`config.mk`:
```
export PLATFORM = sky130hd
export DESIGN_NAME = pnve_ctrl
export DESIGN_NICKNAME = d
export VERILOG_FILES = /design/src/rtl/pnve_pkg.sv /design/src/rtl/pnve_ctrl.sv
export SDC_FILE = /design/constraint.sdc
export NUM_CORES = 1
export LEC_CHECK = 0
export ABC_AREA = 1
export BUFFER_PORTS_ARGS = -buffer_cell sky130_fd_sc_hd__buf_2
export CORE_AREA = 5 5 104 106
export CTS_BUF_LIST = sky130_fd_sc_hd__clkbuf_2
export CTS_CLUSTER_SIZE = 14
export DETAILED_ROUTE_END_ITERATION = 16
export DIE_AREA = 0 0 109 111
export PLACE_DENSITY = 0.59
export SYNTH_ARGS = -nofsm -noshare
export SYNTH_HDL_FRONTEND = slang
export SYNTH_SLANG_ARGS = --single-unit
export TNS_END_PERCENT = 20
```
`constraint.sdc`:
```
create_clock -name clk -period 3.35 [get_ports clk]
set_input_delay 0.67 -clock clk [delete_from_list [all_inputs] [get_ports clk]]
set_output_delay 0.67 -clock clk [all_outputs]
set_load 0.02 [all_outputs]
```
`src/rtl/pnve_pkg.sv`:
```
`timescale 1ns / 1ps
// Package for the polyline nearest-vertex editor: sizes, operation codes,
// status codes and the command/status structs between controller and datapath.
// No dependencies.
package pnve_pkg;

    // Storage sizing.
    localparam int MAX_VERTS = 64;
    localparam int IDX_W     = $clog2(MAX_VERTS);
    localparam int CNT_W     = $clog2(MAX_VERTS + 1);
    localparam int COORD_W   = 32;
    localparam int VERT_W    = 3 * COORD_W;

    // Operation codes carried by an item.
    typedef enum logic [2:0] {
        OP_APPEND = 3'd0,
        OP_ALTER  = 3'd1,
        OP_DELETE = 3'd2,
        OP_INSERT = 3'd3,
        OP_CLEAR  = 3'd4,
        OP_QVERT  = 3'd5,
        OP_QSEG   = 3'd6
    } op_t;

    // Result status codes.
    localparam logic [1:0] ST_DONE  = 2'd0;
    localparam logic [1:0] ST_EMPTY = 2'd1;
    localparam logic [1:0] ST_FULL  = 2'd2;

    // One datapath step per cycle.
    typedef enum logic [4:0] {
        DP_NOP,
        DP_VLOAD,
        DP_VSQX,
        DP_VSQY,
        DP_VCMP,
        DP_ALOAD,
        DP_BLOAD,
        DP_SQEX,
        DP_SQEY,
        DP_DOTX,
        DP_DOTY,
        DP_TDEC,
        DP_TDIV,
        DP_PRJX,
        DP_PRJY,
        DP_RESY,
        DP_SQRX,
        DP_SQRY,
        DP_SCMP
    } dp_op_t;

    // Source of a vertex write.
    typedef enum logic [1:0] {
        WR_MEMQ,
        WR_POINT,
        WR_POINT_NOZ
    } wr_src_t;

    // Update of the vertex count.
    typedef enum logic [1:0] {
        CNT_HOLD,
        CNT_INC,
        CNT_DEC,
        CNT_CLR
    } cnt_op_t;

    // Controller to datapath.
    typedef struct packed {
        dp_op_t             op;
        logic               latch;
        logic               rd_en;
        logic [IDX_W-1:0]   rd_addr;
        logic               wr_en;
        logic [IDX_W-1:0]   wr_addr;
        wr_src_t            wr_src;
        logic               b_first;
        logic               first;
        logic [IDX_W-1:0]   cand_idx;
        cnt_op_t            cnt_op;
        logic               res_load;
        logic               res_best;
        logic [1:0]         res_status;
    } dp_cmd_t;

    // Datapath to controller.
    typedef struct packed {
        logic [CNT_W-1:0]   count;
        logic [IDX_W-1:0]   best_idx;
        logic               need_div;
    } dp_sts_t;

endpackage

```
`src/rtl/pnve_ctrl.sv`:
```
`timescale 1ns / 1ps
// Controller of the polyline editor: decodes an item and sequences the
// search scans, shifts and writes of the datapath. Depends on pnve_pkg.
module pnve_ctrl
(
    input  logic              clk,
    input  logic              rst_n,
    input  logic              start,
    input  logic [2:0]        op,
    output logic              busy,
    output logic              done,
    output pnve_pkg::dp_cmd_t cmd,
    input  pnve_pkg::dp_sts_t sts
);

    typedef enum logic [24:0] {
        S_IDLE   = 25'h0000001,
        S_DECODE = 25'h0000002,
        S_V_LOAD = 25'h0000004,
        S_V_SQX  = 25'h0000008,
        S_V_SQY  = 25'h0000010,
        S_V_CMP  = 25'h0000020,
        S_A_LOAD = 25'h0000040,
        S_B_LOAD = 25'h0000080,
        S_SQEX   = 25'h0000100,
        S_SQEY   = 25'h0000200,
        S_DOTX   = 25'h0000400,
        S_DOTY   = 25'h0000800,
        S_TDEC   = 25'h0001000,
        S_TDIV   = 25'h0002000,
        S_PRJX   = 25'h0004000,
        S_PRJY   = 25'h0008000,
        S_RESY   = 25'h0010000,
        S_SQRX   = 25'h0020000,
        S_SQRY   = 25'h0040000,
        S_S_CMP  = 25'h0080000,
        S_SETUP  = 25'h0100000,
        S_SH_RD  = 25'h0200000,
        S_SH_WR  = 25'h0400000,
        S_PUT    = 25'h0800000,
        S_FINISH = 25'h1000000
    } state_t;

    state_t                     state_reg, state_next;
    logic [2:0]                 op_reg, op_next;
    logic [pnve_pkg::CNT_W-1:0] i_reg, i_next;
    logic [3:0]                 k_reg, k_next;
    logic                       closing_reg, closing_next;
    logic [1:0]                 st_reg, st_next;
    logic                       use_best_reg, use_best_next;
    logic                       done_reg, done_next;

    logic [pnve_pkg::CNT_W:0]   count_ext, i_plus1, i_plus2, best_p1;
    logic [pnve_pkg::CNT_W-1:0] i_minus1;
    logic                       full;

    assign count_ext = {1'b0, sts.count};
    assign i_plus1   = {1'b0, i_reg} + (pnve_pkg::CNT_W + 1)'(1);
    assign i_plus2   = {1'b0, i_reg} + (pnve_pkg::CNT_W + 1)'(2);
    assign i_minus1  = i_reg - 1'b1;
    assign best_p1   = (pnve_pkg::CNT_W + 1)'(sts.best_idx) + (pnve_pkg::CNT_W + 1)'(1);
    assign full      = count_ext >= (pnve_pkg::CNT_W + 1)'(pnve_pkg::MAX_VERTS);

    // State and sequencing registers.
    always_ff @(posedge clk or negedge rst_n)
    begin
        if (!rst_n)
        begin
            state_reg    <= S_IDLE;
            op_reg       <= '0;
            i_reg        <= '0;
            k_reg        <= '0;
            closing_reg  <= 1'b0;
            st_reg       <= pnve_pkg::ST_DONE;
            use_best_reg <= 1'b0;
            done_reg     <= 1'b0;
        end
        else
        begin
            state_reg    <= state_next;
            op_reg       <= op_next;
            i_reg        <= i_next;
            k_reg        <= k_next;
            closing_reg  <= closing_next;
            st_reg       <= st_next;
            use_best_reg <= use_best_next;
            done_reg     <= done_next;
        end
    end

    // Next state and datapath command.
    always_comb
    begin
        state_next    = state_reg;
        op_next       = op_reg;
        i_next        = i_reg;
        k_next        = k_reg;
        closing_next  = closing_reg;
        st_next       = st_reg;
        use_best_next = use_best_reg;
        done_next     = 1'b0;

        cmd            = '0;
        cmd.op         = pnve_pkg::DP_NOP;
        cmd.wr_src     = pnve_pkg::WR_MEMQ;
        cmd.cnt_op     = pnve_pkg::CNT_HOLD;
        cmd.res_status = st_reg;
        cmd.res_best   = use_best_reg;

        unique case (state_reg)
            S_IDLE:
            begin
                if (start)
                begin
                    cmd.latch  = 1'b1;
                    op_next    = op;
                    state_next = S_DECODE;
                end
            end

            // Pick the path of the operation from the current count.
            S_DECODE:
            begin
                st_next       = pnve_pkg::ST_DONE;
                use_best_next = 1'b0;
                state_next    = S_FINISH;
                case (op_reg)
                    pnve_pkg::OP_APPEND:
                    begin
                        if (full)
                        begin
                            st_next = pnve_pkg::ST_FULL;
                        end
                        else
                        begin
                            cmd.wr_en   = 1'b1;
                            cmd.wr_addr = sts.count[pnve_pkg::IDX_W-1:0];
                            cmd.wr_src  = pnve_pkg::WR_POINT;
                            cmd.cnt_op  = pnve_pkg::CNT_INC;
                        end
                    end
                    pnve_pkg::OP_INSERT:
                    begin
                        if (full)
                        begin
                            st_next = pnve_pkg::ST_FULL;
                        end
                        else if (sts.count <= pnve_pkg::CNT_W'(1))
                        begin
                            cmd.wr_en   = 1'b1;
                            cmd.wr_addr = sts.count[pnve_pkg::IDX_W-1:0];
                            cmd.wr_src  = pnve_pkg::WR_POINT_NOZ;
                            cmd.cnt_op  = pnve_pkg::CNT_INC;
                        end
                        else
                        begin
                            cmd.rd_en     = 1'b1;
                            use_best_next = 1'b1;
                            state_next    = S_A_LOAD;
                        end
                    end
                    pnve_pkg::OP_ALTER, pnve_pkg::OP_DELETE, pnve_pkg::OP_QVERT:
                    begin
                        if (sts.count == '0)
                        begin
                            st_next = pnve_pkg::ST_EMPTY;
                        end
                        else
                        begin
                            cmd.rd_en     = 1'b1;
                            i_next        = '0;
                            use_best_next = 1'b1;
                            state_next    = S_V_LOAD;
                        end
                    end
                    pnve_pkg::OP_CLEAR:
                    begin
                        cmd.cnt_op = pnve_pkg::CNT_CLR;
                    end
                    pnve_pkg::OP_QSEG:
                    begin
                        if (sts.count == '0)
                        begin
                            st_next = pnve_pkg::ST_EMPTY;
                        end
                        else if (sts.count != pnve_pkg::CNT_W'(1))
                        begin
                            cmd.rd_en     = 1'b1;
                            use_best_next = 1'b1;
                            state_next    = S_A_LOAD;
                        end
                    end
                    default:
                    begin
                    end
                endcase
            end

            // Vertex scan: load, square x, square y, then compare, for each vertex.
            S_V_LOAD:
            begin
                cmd.op     = pnve_pkg::DP_VLOAD;
                state_next = S_V_SQX;
            end
            S_V_SQX:
            begin
                cmd.op     = pnve_pkg::DP_VSQX;
                state_next = S_V_SQY;
            end
            S_V_SQY:
            begin
                cmd.op     = pnve_pkg::DP_VSQY;
                state_next = S_V_CMP;
            end
            S_V_CMP:
            begin
                cmd.op       = pnve_pkg::DP_VCMP;
                cmd.first    = (i_reg == '0);
                cmd.cand_idx = i_reg[pnve_pkg::IDX_W-1:0];
                cmd.rd_en    = 1'b1;
                cmd.rd_addr  = i_plus1[pnve_pkg::IDX_W-1:0];
                i_next       = i_plus1[pnve_pkg::CNT_W-1:0];
                state_next   = (i_plus1 < count_ext) ? S_V_LOAD : S_SETUP;
            end

            // Segment scan: first vertex becomes the leading end.
            S_A_LOAD:
            begin
                cmd.op       = pnve_pkg::DP_ALOAD;
                cmd.rd_en    = 1'b1;
                cmd.rd_addr  = pnve_pkg::IDX_W'(1);
                i_next       = pnve_pkg::CNT_W'(1);
                closing_next = 1'b0;
                state_next   = S_B_LOAD;
            end
            S_B_LOAD:
            begin
                cmd.op      = pnve_pkg::DP_BLOAD;
                cmd.b_first = closing_reg;
                state_next  = S_SQEX;
            end
            S_SQEX:
            begin
                cmd.op     = pnve_pkg::DP_SQEX;
                state_next = S_SQEY;
            end
            S_SQEY:
            begin
                cmd.op     = pnve_pkg::DP_SQEY;
                state_next = S_DOTX;
            end
            S_DOTX:
            begin
                cmd.op     = pnve_pkg::DP_DOTX;
                state_next = S_DOTY;
            end
            S_DOTY:
            begin
                cmd.op     = pnve_pkg::DP_DOTY;
                state_next = S_TDEC;
            end
            S_TDEC:
            begin
                cmd.op     = pnve_pkg::DP_TDEC;
                k_next     = '0;
                state_next = S_TDIV;
            end
            // Sixteen quotient bits, one per cycle, when the ratio is fractional.
            S_TDIV:
            begin
                cmd.op = pnve_pkg::DP_TDIV;
                k_next = k_reg + 1'b1;
                if (!sts.need_div || (k_reg == 4'hf))
                begin
                    state_next = S_PRJX;
                end
            end
            S_PRJX:
            begin
                cmd.op     = pnve_pkg::DP_PRJX;
                state_next = S_PRJY;
            end
            S_PRJY:
            begin
                cmd.op     = pnve_pkg::DP_PRJY;
                state_next = S_RESY;
            end
            S_RESY:
            begin
                cmd.op     = pnve_pkg::DP_RESY;
                state_next = S_SQRX;
            end
            S_SQRX:
            begin
                cmd.op     = pnve_pkg::DP_SQRX;
                state_next = S_SQRY;
            end
            S_SQRY:
            begin
                cmd.op     = pnve_pkg::DP_SQRY;
                state_next = S_S_CMP;
            end
            // Compare, then move on to the next segment, the closing one, or the edit setup.
            S_S_CMP:
            begin
                cmd.op       = pnve_pkg::DP_SCMP;
                cmd.first    = (i_reg == pnve_pkg::CNT_W'(1)) && !closing_reg;
                cmd.cand_idx = i_minus1[pnve_pkg::IDX_W-1:0];
                if (closing_reg)
                begin
                    state_next = S_SETUP;
                end
                else
                begin
                    i_next     = i_plus1[pnve_pkg::CNT_W-1:0];
                    state_next = S_B_LOAD;
                    if (i_plus1 < count_ext)
                    begin
                        cmd.rd_en   = 1'b1;
                        cmd.rd_addr = i_plus1[pnve_pkg::IDX_W-1:0];
                    end
                    else
                    begin
                        closing_next = 1'b1;
                    end
                end
            end

            // Prepare the edit that follows a search.
            S_SETUP:
            begin
                state_next = S_FINISH;
                case (op_reg)
                    pnve_pkg::OP_DELETE:
                    begin
                        i_next = pnve_pkg::CNT_W'(sts.best_idx);
                        if (best_p1 < count_ext)
                        begin
                            state_next = S_SH_RD;
                        end
                        else
                        begin
                            cmd.cnt_op = pnve_pkg::CNT_DEC;
                        end
                    end
                    pnve_pkg::OP_INSERT:
                    begin
                        i_next     = sts.count;
                        state_next = (count_ext > best_p1) ? S_SH_RD : S_PUT;
                    end
                    pnve_pkg::OP_ALTER:
                    begin
                        state_next = S_PUT;
                    end
                    default:
                    begin
                    end
                endcase
            end

            // Shift one vertex: read its neighbor, then write it in place.
            S_SH_RD:
            begin
                cmd.rd_en   = 1'b1;
                cmd.rd_addr = (op_reg == pnve_pkg::OP_DELETE) ?
                              i_plus1[pnve_pkg::IDX_W-1:0] : i_minus1[pnve_pkg::IDX_W-1:0];
                state_next  = S_SH_WR;
            end
            S_SH_WR:
            begin
                cmd.wr_en   = 1'b1;
                cmd.wr_addr = i_reg[pnve_pkg::IDX_W-1:0];
                cmd.wr_src  = pnve_pkg::WR_MEMQ;
                if (op_reg == pnve_pkg::OP_DELETE)
                begin
                    i_next = i_plus1[pnve_pkg::CNT_W-1:0];
                    if (i_plus2 < count_ext)
                    begin
                        state_next = S_SH_RD;
                    end
                    else
                    begin
                        cmd.cnt_op = pnve_pkg::CNT_DEC;
                        state_next = S_FINISH;
                    end
                end
                else
                begin
                    i_next     = i_minus1;
                    state_next = ({1'b0, i_minus1} > best_p1) ? S_SH_RD : S_PUT;
                end
            end

            // Place the new point for insert or alter.
            S_PUT:
            begin
                cmd.wr_en  = 1'b1;
                cmd.wr_src = pnve_pkg::WR_POINT;
                if (op_reg == pnve_pkg::OP_INSERT)
                begin
                    cmd.wr_addr = best_p1[pnve_pkg::IDX_W-1:0];
                    cmd.cnt_op  = pnve_pkg::CNT_INC;
                end
                else
                begin
                    cmd.wr_addr = sts.best_idx;
                end
                state_next = S_FINISH;
            end

            S_FINISH:
            begin
                cmd.res_load = 1'b1;
                done_next    = 1'b1;
                state_next   = S_IDLE;
            end

            default:
            begin
                state_next = S_IDLE;
            end
        endcase
    end

    assign busy = (state_reg != S_IDLE);
    assign done = done_reg;

    // The result strobe lasts one cycle.
    a_done_pulse: assert property (@(posedge clk) disable iff (!rst_n)
        done |=> !done)
        else $error("done held for more than one cycle");

    // An accepted item makes the block busy on the next cycle.
    a_accept_busy: assert property (@(posedge clk) disable iff (!rst_n)
        (start && !busy) |=> busy)
        else $error("accepted item did not start work");

    // The count never grows past capacity.
    a_no_overfill: assert property (@(posedge clk) disable iff (!rst_n)
        (cmd.cnt_op == pnve_pkg::CNT_INC) |-> !full)
        else $error("count incremented while full");

    // Memory writes only happen in the edit states.
    a_write_states: assert property (@(posedge clk) disable iff (!rst_n)
        cmd.wr_en |-> (state_reg == S_DECODE || state_reg == S_SH_WR || state_reg == S_PUT))
        else $error("vertex write outside an edit state");

endmodule
```
Word level (Yosys, flattened, before mapping)
Cells that the tools add are included.
{ "op_classes": {"n_addsub": 5, "n_mul": 0, "n_div": 0, "magnitude_cmp": 7, "eq_ne": 41, "shift": 0, "n_mux": 63, "bitwise_logic": 0, "n_reduce_logical": 17} }
{ "op_table": {"columns": ["operator", "count"], "rows": [
  ["one-hot mux 25 bit (24 select lines)", 1],
  ["two-way mux 25 bit", 10],
  ["one-hot mux 25 bit (3 select lines)", 2],
  ["one-hot mux 5 bit (18 select lines)", 1],
  ["two-way mux 24 bit", 2],
  ["two-way mux 21 bit", 2],
  ["two-way mux 7 bit", 6],
  ["one-hot mux 7 bit (6 select lines)", 1],
  ["one-hot mux 7 bit (2 select lines)", 2],
  ["two-way mux 9 bit", 3],
  ["one-hot mux 9 bit (3 select lines)", 1],
  ["== test 25 x 1 -> 1 bit, second input constant", 1],
  ["== test 25 x 10 -> 1 bit, second input constant", 1],
  ["== test 25 x 11 -> 1 bit, second input constant", 1],
  ["== test 25 x 12 -> 1 bit, second input constant", 1],
  ["== test 25 x 13 -> 1 bit, second input constant", 1],
  ["== test 25 x 14 -> 1 bit, second input constant", 1],
  ["== test 25 x 15 -> 1 bit, second input constant", 1],
  ["== test 25 x 16 -> 1 bit, second input constant", 1],
  ["== test 25 x 17 -> 1 bit, second input constant", 1],
  ["== test 25 x 18 -> 1 bit, second input constant", 1],
  ["== test 25 x 19 -> 1 bit, second input constant", 1],
  ["== test 25 x 2 -> 1 bit, second input constant", 1],
  ["== test 25 x 20 -> 1 bit, second input constant", 1],
  ["55 further kinds", 89]
]} }
{ "word_totals": {"reg_bits": 44, "latch_bits": 0, "ramBits": 0, "mem_bits_ro": 0, "inputBits": 20, "output_inout_bits": 38, "memories": 0} }

Logic depth before layout (Yosys ltp)
Gate-level depths: netlist of the first run.
{ "logic_depth": {"depth_word": 5, "depth_mapped": 18, "mapped_depth_nobuf": 17} }

Least setup slack after synthesis of the first run
Ideal clock, no wire load.
{ "synth_timing": {"kind": "reg-to-output", "start": "register i_reg[1] (netlist bit)", "end": "output cmd[24] (netlist bit)", "arrival_time_ns": 2.360, "required_ns": 2.680, "setup_slack_ns": 0.320, "stages_incl_launch_ff": 14, "path_buffers": 0, "path_cell_list": "dfrtp_1 > ha_1 > nand2_1 > nor2_1 > nand2_1 > xor2_1 > ha_1 > a21oi_1 > o211ai_1 > a21oi_1 > nand2_1 > nand2_2 > nand3_1 > o21ai_0"} }
{ "synth_rtl": {"columns": ["item", "line", "rtl"], "rows": [
  ["start, declared", "pnve_ctrl.sv:46", "logic [pnve_pkg::CNT_W-1:0] i_reg, i_next;"],
  ["start signal, assigned", "pnve_ctrl.sv:82", "i_reg <= i_next;"],
  ["end, declared", "pnve_ctrl.sv:12", "output pnve_pkg::dp_cmd_t cmd,"]
]} }

Worst setup path in the final report of the first run
{ "layout_timing": {"start": "register i_reg[1] (netlist bit)", "end": "register state_reg[2]"} }
{ "layout_between": {"elab_chain_len": 4} }
{ "layout_lines": {"columns": ["item", "line", "rtl"], "rows": [
  ["adder 7 x 1 -> 8 bit", "pnve_ctrl.sv:58", "assign i_plus1 = {1'b0, i_reg} + (pnve_pkg::CNT_W + 1)'(1);"],
  ["< comparator 8 x 7 -> 1 bit", "pnve_ctrl.sv:223", "state_next = (i_plus1 < count_ext) ? S_V_LOAD : S_SETUP;"],
  ["two-way mux 21 bit", "pnve_ctrl.sv:223", null],
  ["one-hot mux 25 bit (24 select lines)", "pnve_ctrl.sv:110", "unique case (state_reg)"],
  ["end signal, assigned", "pnve_ctrl.sv:80", "state_reg <= state_next;"],
  ["end, declared", "pnve_ctrl.sv:44", "state_t state_reg, state_next;"]
]} }
Every way passes these cells.
A chain may end at the register's enable or synchronous reset.

==> impl_metrics.csv, run 1 <==
group,metric,value,unit
route,wl_met3,493,um
die,rows,36,
grt,antenna_found_initial,1,
die,fp.dieH,111,um
logic_synthesis,yosysMostFrequentCell,"nand2_1",
setup_path,path_class,"reg -> reg",
job,maxCapViolCount,0,
die,dieArea,12100,um^2
logic_synthesis,ys_seq_area_frac,0.2593,
logic_synthesis,yosys-top-cells-area,"dfrtp_1 25%, nand2_1 13%, ha_1 9.1%",
timing,rsz0062_at_grt,"yes",
setup_path,critical-path-top-delay-family,"buffers and inverters",
timing,setup_viol,10,
timing,post-route-min-period,3.553,ns
layout,drive_gt1_frac,0.2702,
logic_synthesis,yosys.area_share.xor_xnor,0.02679,
grt,grt_max_degree,45,
place,placed_cells,824,
layout,finalNetCount,769,
grt,grt_usage,0.2224,
timing,hold_violations,0,
setup_path,cp_max_fo,4,
route,final_antenna_net_count,0,
setup_path,slowest_stage,"dfrtp_2",
layout,final_cell_area,5140,um^2
logic_synthesis,synthSimpleGateAreaFrac,0.4009,
setup_path,required,3.69,ns
timing,hold-worst-slack,0.3812,ns
route,viasPerCell,5.264,
setup_path,crit_path_end_kind,"flip-flop",
setup_path,cp.arrival,3.89,ns
route,met1_length,5666,um
logic_synthesis,synth_cells,633,
clocking,postCtsHoldBufs,0,
timing,drv_slew,0,
route,dr.pass1.iters,5,
route,drc,0,
place,dpl-instance-area,4708,um^2
setup_path,start_kind,"flip-flop",
route,drt-total-wl,13400,um
timing,finalCritPeriodShare,1.061,
die,die_x,109,um
logic_synthesis,syn_area,4250,um^2
power_and_ir_drop,irDropWorstVdd,0.2055,mV
place,hpwl,10540,um
outcome,status,"finished with violations",
logic_synthesis,avgSynthCellArea,6.715,um^2
logic_synthesis,synth_commonest_cells,"152 x nand2_1, 80 x nor2_1, 74 x inv_1",
clocking,cts_made_buffers,5,
logic_synthesis,syn-num-nets,684,
layout,largest_reg_flops,25,
die,core-area,9684,um^2
timing,fmax,0.2815,GHz
logic_synthesis,ys_types,43,
outcome,violations,"setup timing",
grt,grt_pass1_wl,21420,um
die,io_pins,58,
logic_synthesis,yosysTopAreaCell,"dfrtp_1",
min_path,hp-class,"in -> async",
logic_synthesis,synthArstFlopShare,1.000,
logic_synthesis,synthMuxAreaShare,0,
place,gp_congestion,0.9303,
clocking,path_clk_slew,0.24,ns
clocking,cts_tree,"done",
timing,worst_pin_slew,1.031,ns
layout,area_growth,20.93,%
logic_synthesis,synth-main-ff-cell,"dfrtp_1",
setup_path,critical_path.max_stage_delay,0.48,ns
logic_synthesis,ys_ff_latch,44,
logic_synthesis,synth_top_area_share,0.2532,
logic_synthesis,synth_edf_count,0,
clocking,clockBufferDepth,2,
layout,fin_cells,852,
die,initial_core_util,0.4389,
power_and_ir_drop,power_leakage,2.813,nW
setup_path,path_cells,"ha_4 > nand2_4 > nor3_4 > xor2_1 > inv_1 > ha_4 > inv_2 > o211ai_1 > a21oi_2 > buf_4 > buf_4 > buf_4 > buf_4 > buf_4 > buf_4 > buf_4 > buf_4 > buf_4 > buf_4 > buf_4 > buf_6 > nand2_2 > o21ai_2",
setup_path,crit_top_cell,"buf_4",
logic_synthesis,yosysWarningCount,0,
route,wl_met2,6773,um
clocking,htree_levels,2,
setup_path,r2r_cells,23,
timing,skew,0.03486,ns
logic_synthesis,synth_top_family_by_area,"simple AND/OR/NAND/NOR gates",
clocking,cts-root-buf,"clkbuf_2",
setup_path,critPathBufInv,14,
grt,grt_overflow,0,
setup_path,path_depth,23,
grt,grt_pass1_vias,4390,
power_and_ir_drop,power_density,402.2,nW/um^2
route,vias,4485,
route,routed.top_layer,"met4",
timing,final.setup.worst_slack,-0.2028,ns
clocking,clk_latency,0.43,ns
route,first_iter_violations,279,
clocking,clock_sinks,44,
logic_synthesis,synth_fa_ha_area_frac,0.09126,
logic_synthesis,synth_compound_area_frac,0.1242,
place,portBuffers,57,
timing,slew_headroom,0.3128,
route,wire_per_inst,15.73,um
## worst reg2reg max path, delay by kind of cell, from the launching register on
kind	cells	cell delay, ns
buffers and inverters	14	1.68
flip-flops	1	0.48
adder cells (fa/ha/maj)	2	0.46
AO/OA/AOI/OAI	3	0.32
AND/OR/NAND/NOR	3	0.28
XOR/XNOR	1	0.28
## final timing paths
check | from | end | slack [ns]
min in group clk | op[2] | op_reg[2]$_DFFE_PN0P_ | 0.43
max in group asynchronous | rst_n | i_reg[1]$_DFFE_PN0P_ | 2.24
worst min register to register | use_best_reg$_DFFE_PN0P_ | use_best_reg$_DFFE_PN0P_ | 0.52
worst max register to register | i_reg[1]$_DFFE_PN0P_ | state_reg[2]$_DFFE_PN0P_ | -0.20
worst max-delay path | i_reg[1]$_DFFE_PN0P_ | state_reg[2]$_DFFE_PN0P_ | -0.20
worst min-delay path | rst_n | state_reg[7]$_DFFE_PN0P_ | 0.38
## timing repair
action | in CTS | in global routing
setup buffers | 18 | 2
setup endpoints to repair | 7 | 16
pin swaps | 11 | 13
resized for setup | 24 | 49
## metrics by stage
stage          worst slack (ns)  power (W)  TNS (ns)    util
3_5_place_dp             0.1281   0.001789         0  0.4862
6_report                -0.2028   0.002067    -1.366  0.5307
3_3_place_gp             0.1807   0.001773         0  0.4862
5_1_grt                 -0.3601   0.002234    -3.545  0.5307
4_1_cts                 -0.1107   0.002042   -0.6817  0.5127
2_1_floorplan            0.3200   0.001488         0       -
## layout by cell type, fill, tap and decap left out, types with 2 or more instances in the layout
master,Yosys,routed
buf_2,4,50
dfrtp_1,43,40
nor3_1,8,7
nor2_1,80,77
nand4_1,11,11
nor2_2,12,14
o21ai_0,37,30
a31oi_1,2,2
nand2_2,4,9
xor2_2,0,2
nand3b_1,2,2
o21ai_2,3,10
inv_1,74,69
clkbuf_2,0,6
nand2_1,152,144
inv_2,7,12
buf_6,5,10
a21oi_2,1,3
o221ai_1,4,4
a21oi_1,20,18
or2_2,7,6
ha_4,0,4
nand3_1,63,60
o21ai_1,2,2
buf_4,3,32
xor2_1,12,10
dfrtp_2,0,3
nor2_4,7,8
o211ai_1,11,11
nand3_2,4,7
nor2_8,2,2
o22ai_1,4,4
nand2_4,4,7
ha_1,31,26
## cell families (layout without fill, tap and decap cells)
family | after synthesis | after routing
compound gates | 89 | 89
flops | 44 | 44
simple gates | 360 | 360
other cells | 0 | 1
buf+inv | 96 | 181
fa+ha+maj | 31 | 31
xor+xnor | 13 | 13
## layer usage
metal,track usage,vias up
met4,0.08333,0
li1,-,2238
met5,0,-
met2,0.3821,128
met1,0.2758,2079
met3,0.03436,40
## layout make-up
type / count / area, um^2
flip-flops and latches: 44 / 1106
fillers: 1006 / 4544
clock buffers: 6 / 30.03
diodes: 1 / 2.502
well taps: 133 / 166.4
multi-input cells: 493 / 2919
clock inverters: 1 / 5.005
inverters: 82 / 307.8
repair buffers: 92 / 603.1
## power by group
| part | switching (W) | internal (W) |
|---|---|---|
| sequential | 0.0000681 | 0.000597 |
| clock | 0.000178 | 0.0000497 |
| combinational | 0.000807 | 0.000368 |
Note: power is estimated with default switching activity, not from simulation.
==> run 2: changes to the inputs <==
PLACE_DENSITY = 0.64   (was 0.59)
==> run 2 against run 1 <==
Net effect:
- the flow still finishes with violations (setup timing)
- register-to-register slack better by 0.72 ns
- flip-flop and latch count stayed put
- worst setup slack better by 0.087 ns
- wire length is 4.7% lower
- power is 3.8% higher
- worst hold slack worse by 0.034 ns
- via count is 1.2% lower
- clock skew is 0.0038 ns lower
- cell count is 1.2% lower
- first-iteration DRC count is 25% lower
- critical path type is now reg -> out
- largest power group unchanged
- highest routed layer unchanged
==> impl_metrics.csv, run 2 (synthesized netlist as in run 1, its figures left out) <==
group,metric,value,unit
layout,layout_commonest_cell,"nand2_1",
power_and_ir_drop,irDropWorstVdd,0.2447,mV
clocking,clock_sinks,44,
timing,fmax,0.2885,GHz
power_and_ir_drop,power_density,428.3,nW/um^2
setup_path,required,2.68,ns
grt,antenna_found_initial,1,
route,drt-total-wl,12780,um
place,hpwl,10220,um
timing,setup_viol,7,
power_and_ir_drop,power_leakage,2.722,nW
layout,layout_common_cells,"147 x nand2_1, 79 x nor2_1, 71 x inv_1, 61 x nand3_1, 50 x buf_2",
timing,post-route-min-period,3.466,ns
layout,largest_reg_flops,25,
clocking,postCtsHoldBufs,0,
grt,grt_usage,0.2143,
grt,grt_pass1_wl,21080,um
outcome,violations,"setup timing",
layout,drive_gt1_frac,0.2373,
grt,grt_max_degree,45,
clocking,htree_levels,2,
timing,rsz0062_at_grt,"yes",
clocking,cts_tree,"done",
timing,drv_slew,0,
setup_path,start_kind,"flip-flop",
layout,fin_cells,842,
die,core-area,9684,um^2
timing,worst_pin_slew,1.004,ns
timing,final.setup.worst_slack,-0.1160,ns
route,viasPerCell,5.265,
route,dr.pass1.iters,5,
route,vias,4433,
die,die_x,109,um
clocking,clockBufferDepth,2,
route,first_iter_violations,210,
setup_path,path_class,"reg -> out",
timing,skew,0.03103,ns
min_path,hp-class,"in -> async",
die,dieArea,12100,um^2
die,fp.dieH,111,um
clocking,path_clk_slew,0.28,ns
die,initial_core_util,0.4389,
die,io_pins,58,
timing,hold_violations,0,
grt,grt_pass1_vias,4488,
clocking,cts-root-buf,"clkbuf_2",
clocking,cts_made_buffers,5,
grt,grt_overflow,0,
route,final_antenna_net_count,0,
die,rows,36,
power_and_ir_drop,total_power,0.002145,W
place,placed_cells,825,
setup_path,cp.arrival,2.80,ns
setup_path,cp_max_fo,5,
place,gp_congestion,0.9624,
layout,final_cell_area,5009,um^2
route,drc,0,
place,post-place-ws,0.1398,ns
setup_path,crit_path_end_kind,"output port",
job,maxCapViolCount,0,
timing,slew_headroom,0.3305,
route,wire_per_inst,15.17,um
layout,area_growth,17.84,%
clocking,clk_latency,0.45,ns
place,dpl-instance-area,4716,um^2
outcome,status,"finished with violations",
layout,finalNetCount,758,
timing,tns,-0.6179,ns
timing,finalCritPeriodShare,1.035,
place,portBuffers,57,
run 2: layout make-up:
| class | instances | area, um^2 |
|---|---|---|
| multi-input cells | 493 | 2851 |
| diodes | 1 | 2.502 |
| well taps | 133 | 166.4 |
| fillers | 1005 | 4676 |
| clock buffers | 5 | 25.02 |
| repair buffers | 81 | 498.0 |
| flip-flops and latches | 44 | 1106 |
| clock inverters | 3 | 47.55 |
| inverters | 82 | 311.5 |
run 2: worst paths after layout:
check	from	endpoint	slack (ns)	cells after the start
min	rst_n	state_reg[14]$_DFFE_PN0P_	0.35	1
min in group clk	op[2]	op_reg[2]$_DFFE_PN0P_	0.43	3
max in group asynchronous	rst_n	i_reg[1]$_DFFE_PN0P_	2.32	1
min reg2reg	st_reg[0]$_DFFE_PN0P_	st_reg[0]$_DFFE_PN0P_	0.52	2
max reg2reg	i_reg[1]$_DFFE_PN0P_	state_reg[21]$_DFFE_PN0P_	0.52	18
max	i_reg[1]$_DFFE_PN0P_	cmd[24]	-0.12	14
run 2: timing repair:
item / 4_1_cts / 5_1_grt
endpoints found under the setup margin: 10 / 17
cloned: 0 / 0
resized for setup: 23 / 23
buffers inserted: 5 / 3
pin swaps: 4 / 9
run 2: stage by stage:
stage                     utilization  hold slack [ns]
after floorplan                     -           0.3744
after global placement         0.4870           0.4654
after detailed placement       0.4870           0.4770
after CTS                      0.5065           0.3655
after global routing           0.5172           0.4031
final                          0.5172           0.3468
run 2: where the power goes:
part	switching (W)	internal [W]
Clock	0.000200	0.000129
Combinational	0.000789	0.000362
Sequential	0.0000668	0.000598
run 2: worst max-delay path, cell delays in order (launching register included):
cell and delay (ns):
dfrtp_2 0.49, ha_4 0.18, nand2_4 0.06, nor2_4 0.13
nand2_2 0.07, xor2_2 0.15, ha_1 0.33, a21oi_2 0.14
o211ai_1 0.11, a21oi_2 0.16, nand2_2 0.10, nand2_4 0.11
nand3_2 0.07, o21ai_1 0.08, buf_4 0.16
run 2: routing by layer:
layer  global-route usage  vias to the layer above  part of all wire
met5                    0                        -                 0
met4               0.1044                        0             0.047
met3              0.02737                       45             0.039
met2               0.3640                      145              0.49
met1               0.2628                     2023              0.42
li1                     -                     2220                 -
==> run 3: changes to the inputs <==
==> constraint.sdc (replaced) <==
create_clock -name clk -period 3.35 [get_ports clk]
set_input_delay 0.1675 -clock clk [delete_from_list [all_inputs] [get_ports clk]]
set_output_delay 0.1675 -clock clk [all_outputs]
set_load 0.02 [all_outputs]
==> run 3 against run 2 <==
Net effect:
- clock-buffer cell count stayed put
- critical path depth stayed put
- power is 1.5% lower
- critical path type unchanged
- clock power is 2% lower
- worst setup slack better by 0.38 ns
- first-iteration DRC count is 8.6% higher
- highest routed layer unchanged
- flip-flop and latch count stayed put
- critical endpoint unchanged
- combinational power hardly changed
- largest cell class unchanged
- the run now ends clean
==> impl_metrics.csv, run 3 (synthesized netlist as in run 1, its figures left out) <==
group,metric,value,unit
outcome,status,"completed",
power_and_ir_drop,power_density,433.0,nW/um^2
layout,final_cell_area,4878,um^2
clocking,clockBufferDepth,2,
grt,grt_pass1_wl,20910,um
layout,largest_reg_flops,25,
place,dpl-instance-area,4641,um^2
setup_path,path_class,"reg -> out",
layout,ff_latch_area,1105,um^2
grt,grt_overflow,0,
clocking,cts_tree,"done",
power_and_ir_drop,irDropWorstVdd,0.2431,mV
timing,skew,0.04229,ns
setup_path,critPathBufInv,3,
setup_path,required,3.18,ns
timing,drv_slew,0,
route,final_antenna_net_count,0,
place,placed_cells,815,
timing,worst_pin_slew,1.014,ns
timing,rsz0062_at_grt,"no",
layout,drive_gt1_frac,0.2054,
route,dr.pass1.iters,6,
route,first_iter_violations,228,
job,maxCapViolCount,0,
timing,tns,0,ns
route,viasPerCell,5.255,
layout,multi_input_area,2794,um^2
min_path,hp-class,"in -> reg",
route,drc,0,
setup_path,cp.arrival,2.92,ns
grt,antenna_found_initial,1,
timing,hold_violations,0,
layout,fill_cells,976,
layout,layout_common_cells,"150 x nand2_1, 79 x nor2_1, 73 x inv_1, 63 x nand3_1, 57 x buf_2",
route,wire_per_inst,15.20,um
setup_path,critical-path-top-delay-family,"simple AND/OR/NAND/NOR gates",
die,io_pins,58,
die,core-area,9684,um^2
setup_path,crit_path_end_kind,"output port",
timing,post-route-min-period,3.086,ns
grt,grt_usage,0.2143,
place,portBuffers,57,
layout,final_core_util,0.5037,
setup_path,slowest_stage,"dfrtp_2",
clocking,cts_made_buffers,5,
die,die_x,109,um
die,rows,36,
die,fp.dieH,111,um
clocking,clk_latency,0.46,ns
route,drt-total-wl,12690,um
layout,area_growth,14.78,%
setup_path,start_kind,"flip-flop",
timing,slew_headroom,0.3239,
clocking,htree_levels,2,
setup_path,path_cells,"ha_1 > nand2_2 > nor3_2 > xor2_1 > inv_1 > ha_1 > inv_1 > o211ai_1 > a21oi_2 > nand2_2 > nand2_4 > nand3_1 > o21ai_0 > buf_2",
timing,setup_viol,0,
die,dieArea,12100,um^2
route,vias,4388,
grt,grt_max_degree,45,
layout,layout_commonest_cell,"nand2_1",
power_and_ir_drop,power_leakage,2.668,nW
layout,finalNetCount,751,
clocking,cts-root-buf,"clkbuf_2",
die,initial_core_util,0.4389,
layout,fin_cells,835,
timing,finalCritPeriodShare,0.9212,
place,hpwl,10270,um
grt,grt_pass1_vias,4359,
clocking,path_clk_slew,0.23,ns
setup_path,critical_path.max_stage_delay,0.51,ns
clocking,clock_sinks,44,
setup_path,cp_max_fo,5,
place,gp_congestion,0.9331,
power_and_ir_drop,total_power,0.002113,W
timing,fmax,0.3241,GHz
==> run 3: changes by cell type in the layout (fill, tap and decap cells not counted), sizes merged <==
cell and change:
buf -13, dlygate4sd3 +6, clkinvlp +1, clkinv -1
==> run 3: final timing paths <==
| check | startpoint | to | slack [ns] | cells past startpoint |
|---|---|---|---|---|
| worst max-delay path | i_reg[1]$_DFFE_PN0P_ | cmd[24] | 0.26 | 14 |
| max in group asynchronous | rst_n | i_reg[2]$_DFFE_PN0P_ | 2.25 | 2 |
| worst min register to register | use_best_reg$_DFFE_PN0P_ | use_best_reg$_DFFE_PN0P_ | 0.52 | 2 |
| worst min-delay path | sts[13] | st_reg[1]$_DFFE_PN0P_ | 0.03 | 3 |
| min in group asynchronous | rst_n | state_reg[7]$_DFFE_PN0P_ | 0.37 | 2 |
| worst max register to register | i_reg[0]$_DFFE_PN0P_ | state_reg[21]$_DFFE_PN0P_ | 0.67 | 17 |
==> run 3: routing by layer <==
metal	wire length, um	global-route usage	vias to the layer above	part of all wire
li1	-	-	2209	-
met3	543	0.03494	17	0.043
met4	302	0.07576	0	0.024
met2	6441	0.3677	121	0.51
met5	0	0	-	0
met1	5407	0.2672	2041	0.43
==> run 3: power breakdown <==
part	internal (W)	switching (W)
Clock	0.000128	0.000194
Combinational	0.000350	0.000779
Sequential	0.000597	0.0000640
==> run 3: timing repair <==
action / in CTS / in global routing
buffers inserted: 0 / 5
pin swaps: 0 / 1
endpoints found under the hold margin: 49 / 0
endpoints found under the setup margin: 7 / 7
gates cloned: 0 / 0
gates resized for setup: 3 / 13
hold buffers: 6 / 0
==> run 3: area by class of cell <==
cell class,count,share of cell area
Multi-Input combinational cell,493,0.5727
Sequential cell,44,0.2265
Timing Repair Buffer,74,0.08771
Inverter,82,0.06386
Tap cell,133,0.03411
Clock inverter,3,0.009490
Clock buffer,5,0.005130
Antenna cell,1,0.0005130
==> run 3: stage by stage <==
step,hold WS (ns),setup WS [ns]
final,0.03108,0.2641
after global routing,0.01295,0.01390
after CTS,0.004545,0.03781
after detailed placement,0.4020,0.3380
after global placement,0.3824,0.4263
after floorplan,-0.1281,0.8225
==> run 3: worst reg2reg max path: stages, from the launching register on <==
cell	delay [ns]
dfrtp_1	0.43
clkinv_1	0.21
buf_4	0.23
ha_1	0.22
xor2_1	0.34
ha_1	0.31
nand2_1	0.11
nor2_1	0.05
o21ai_0	0.15
nand3_1	0.10
nand3_1	0.07
nand2_1	0.05
nand2_1	0.05
nand2_1	0.05
nand2_1	0.08
nand2_1	0.05
nand2_1	0.06
nand2_1	0.05
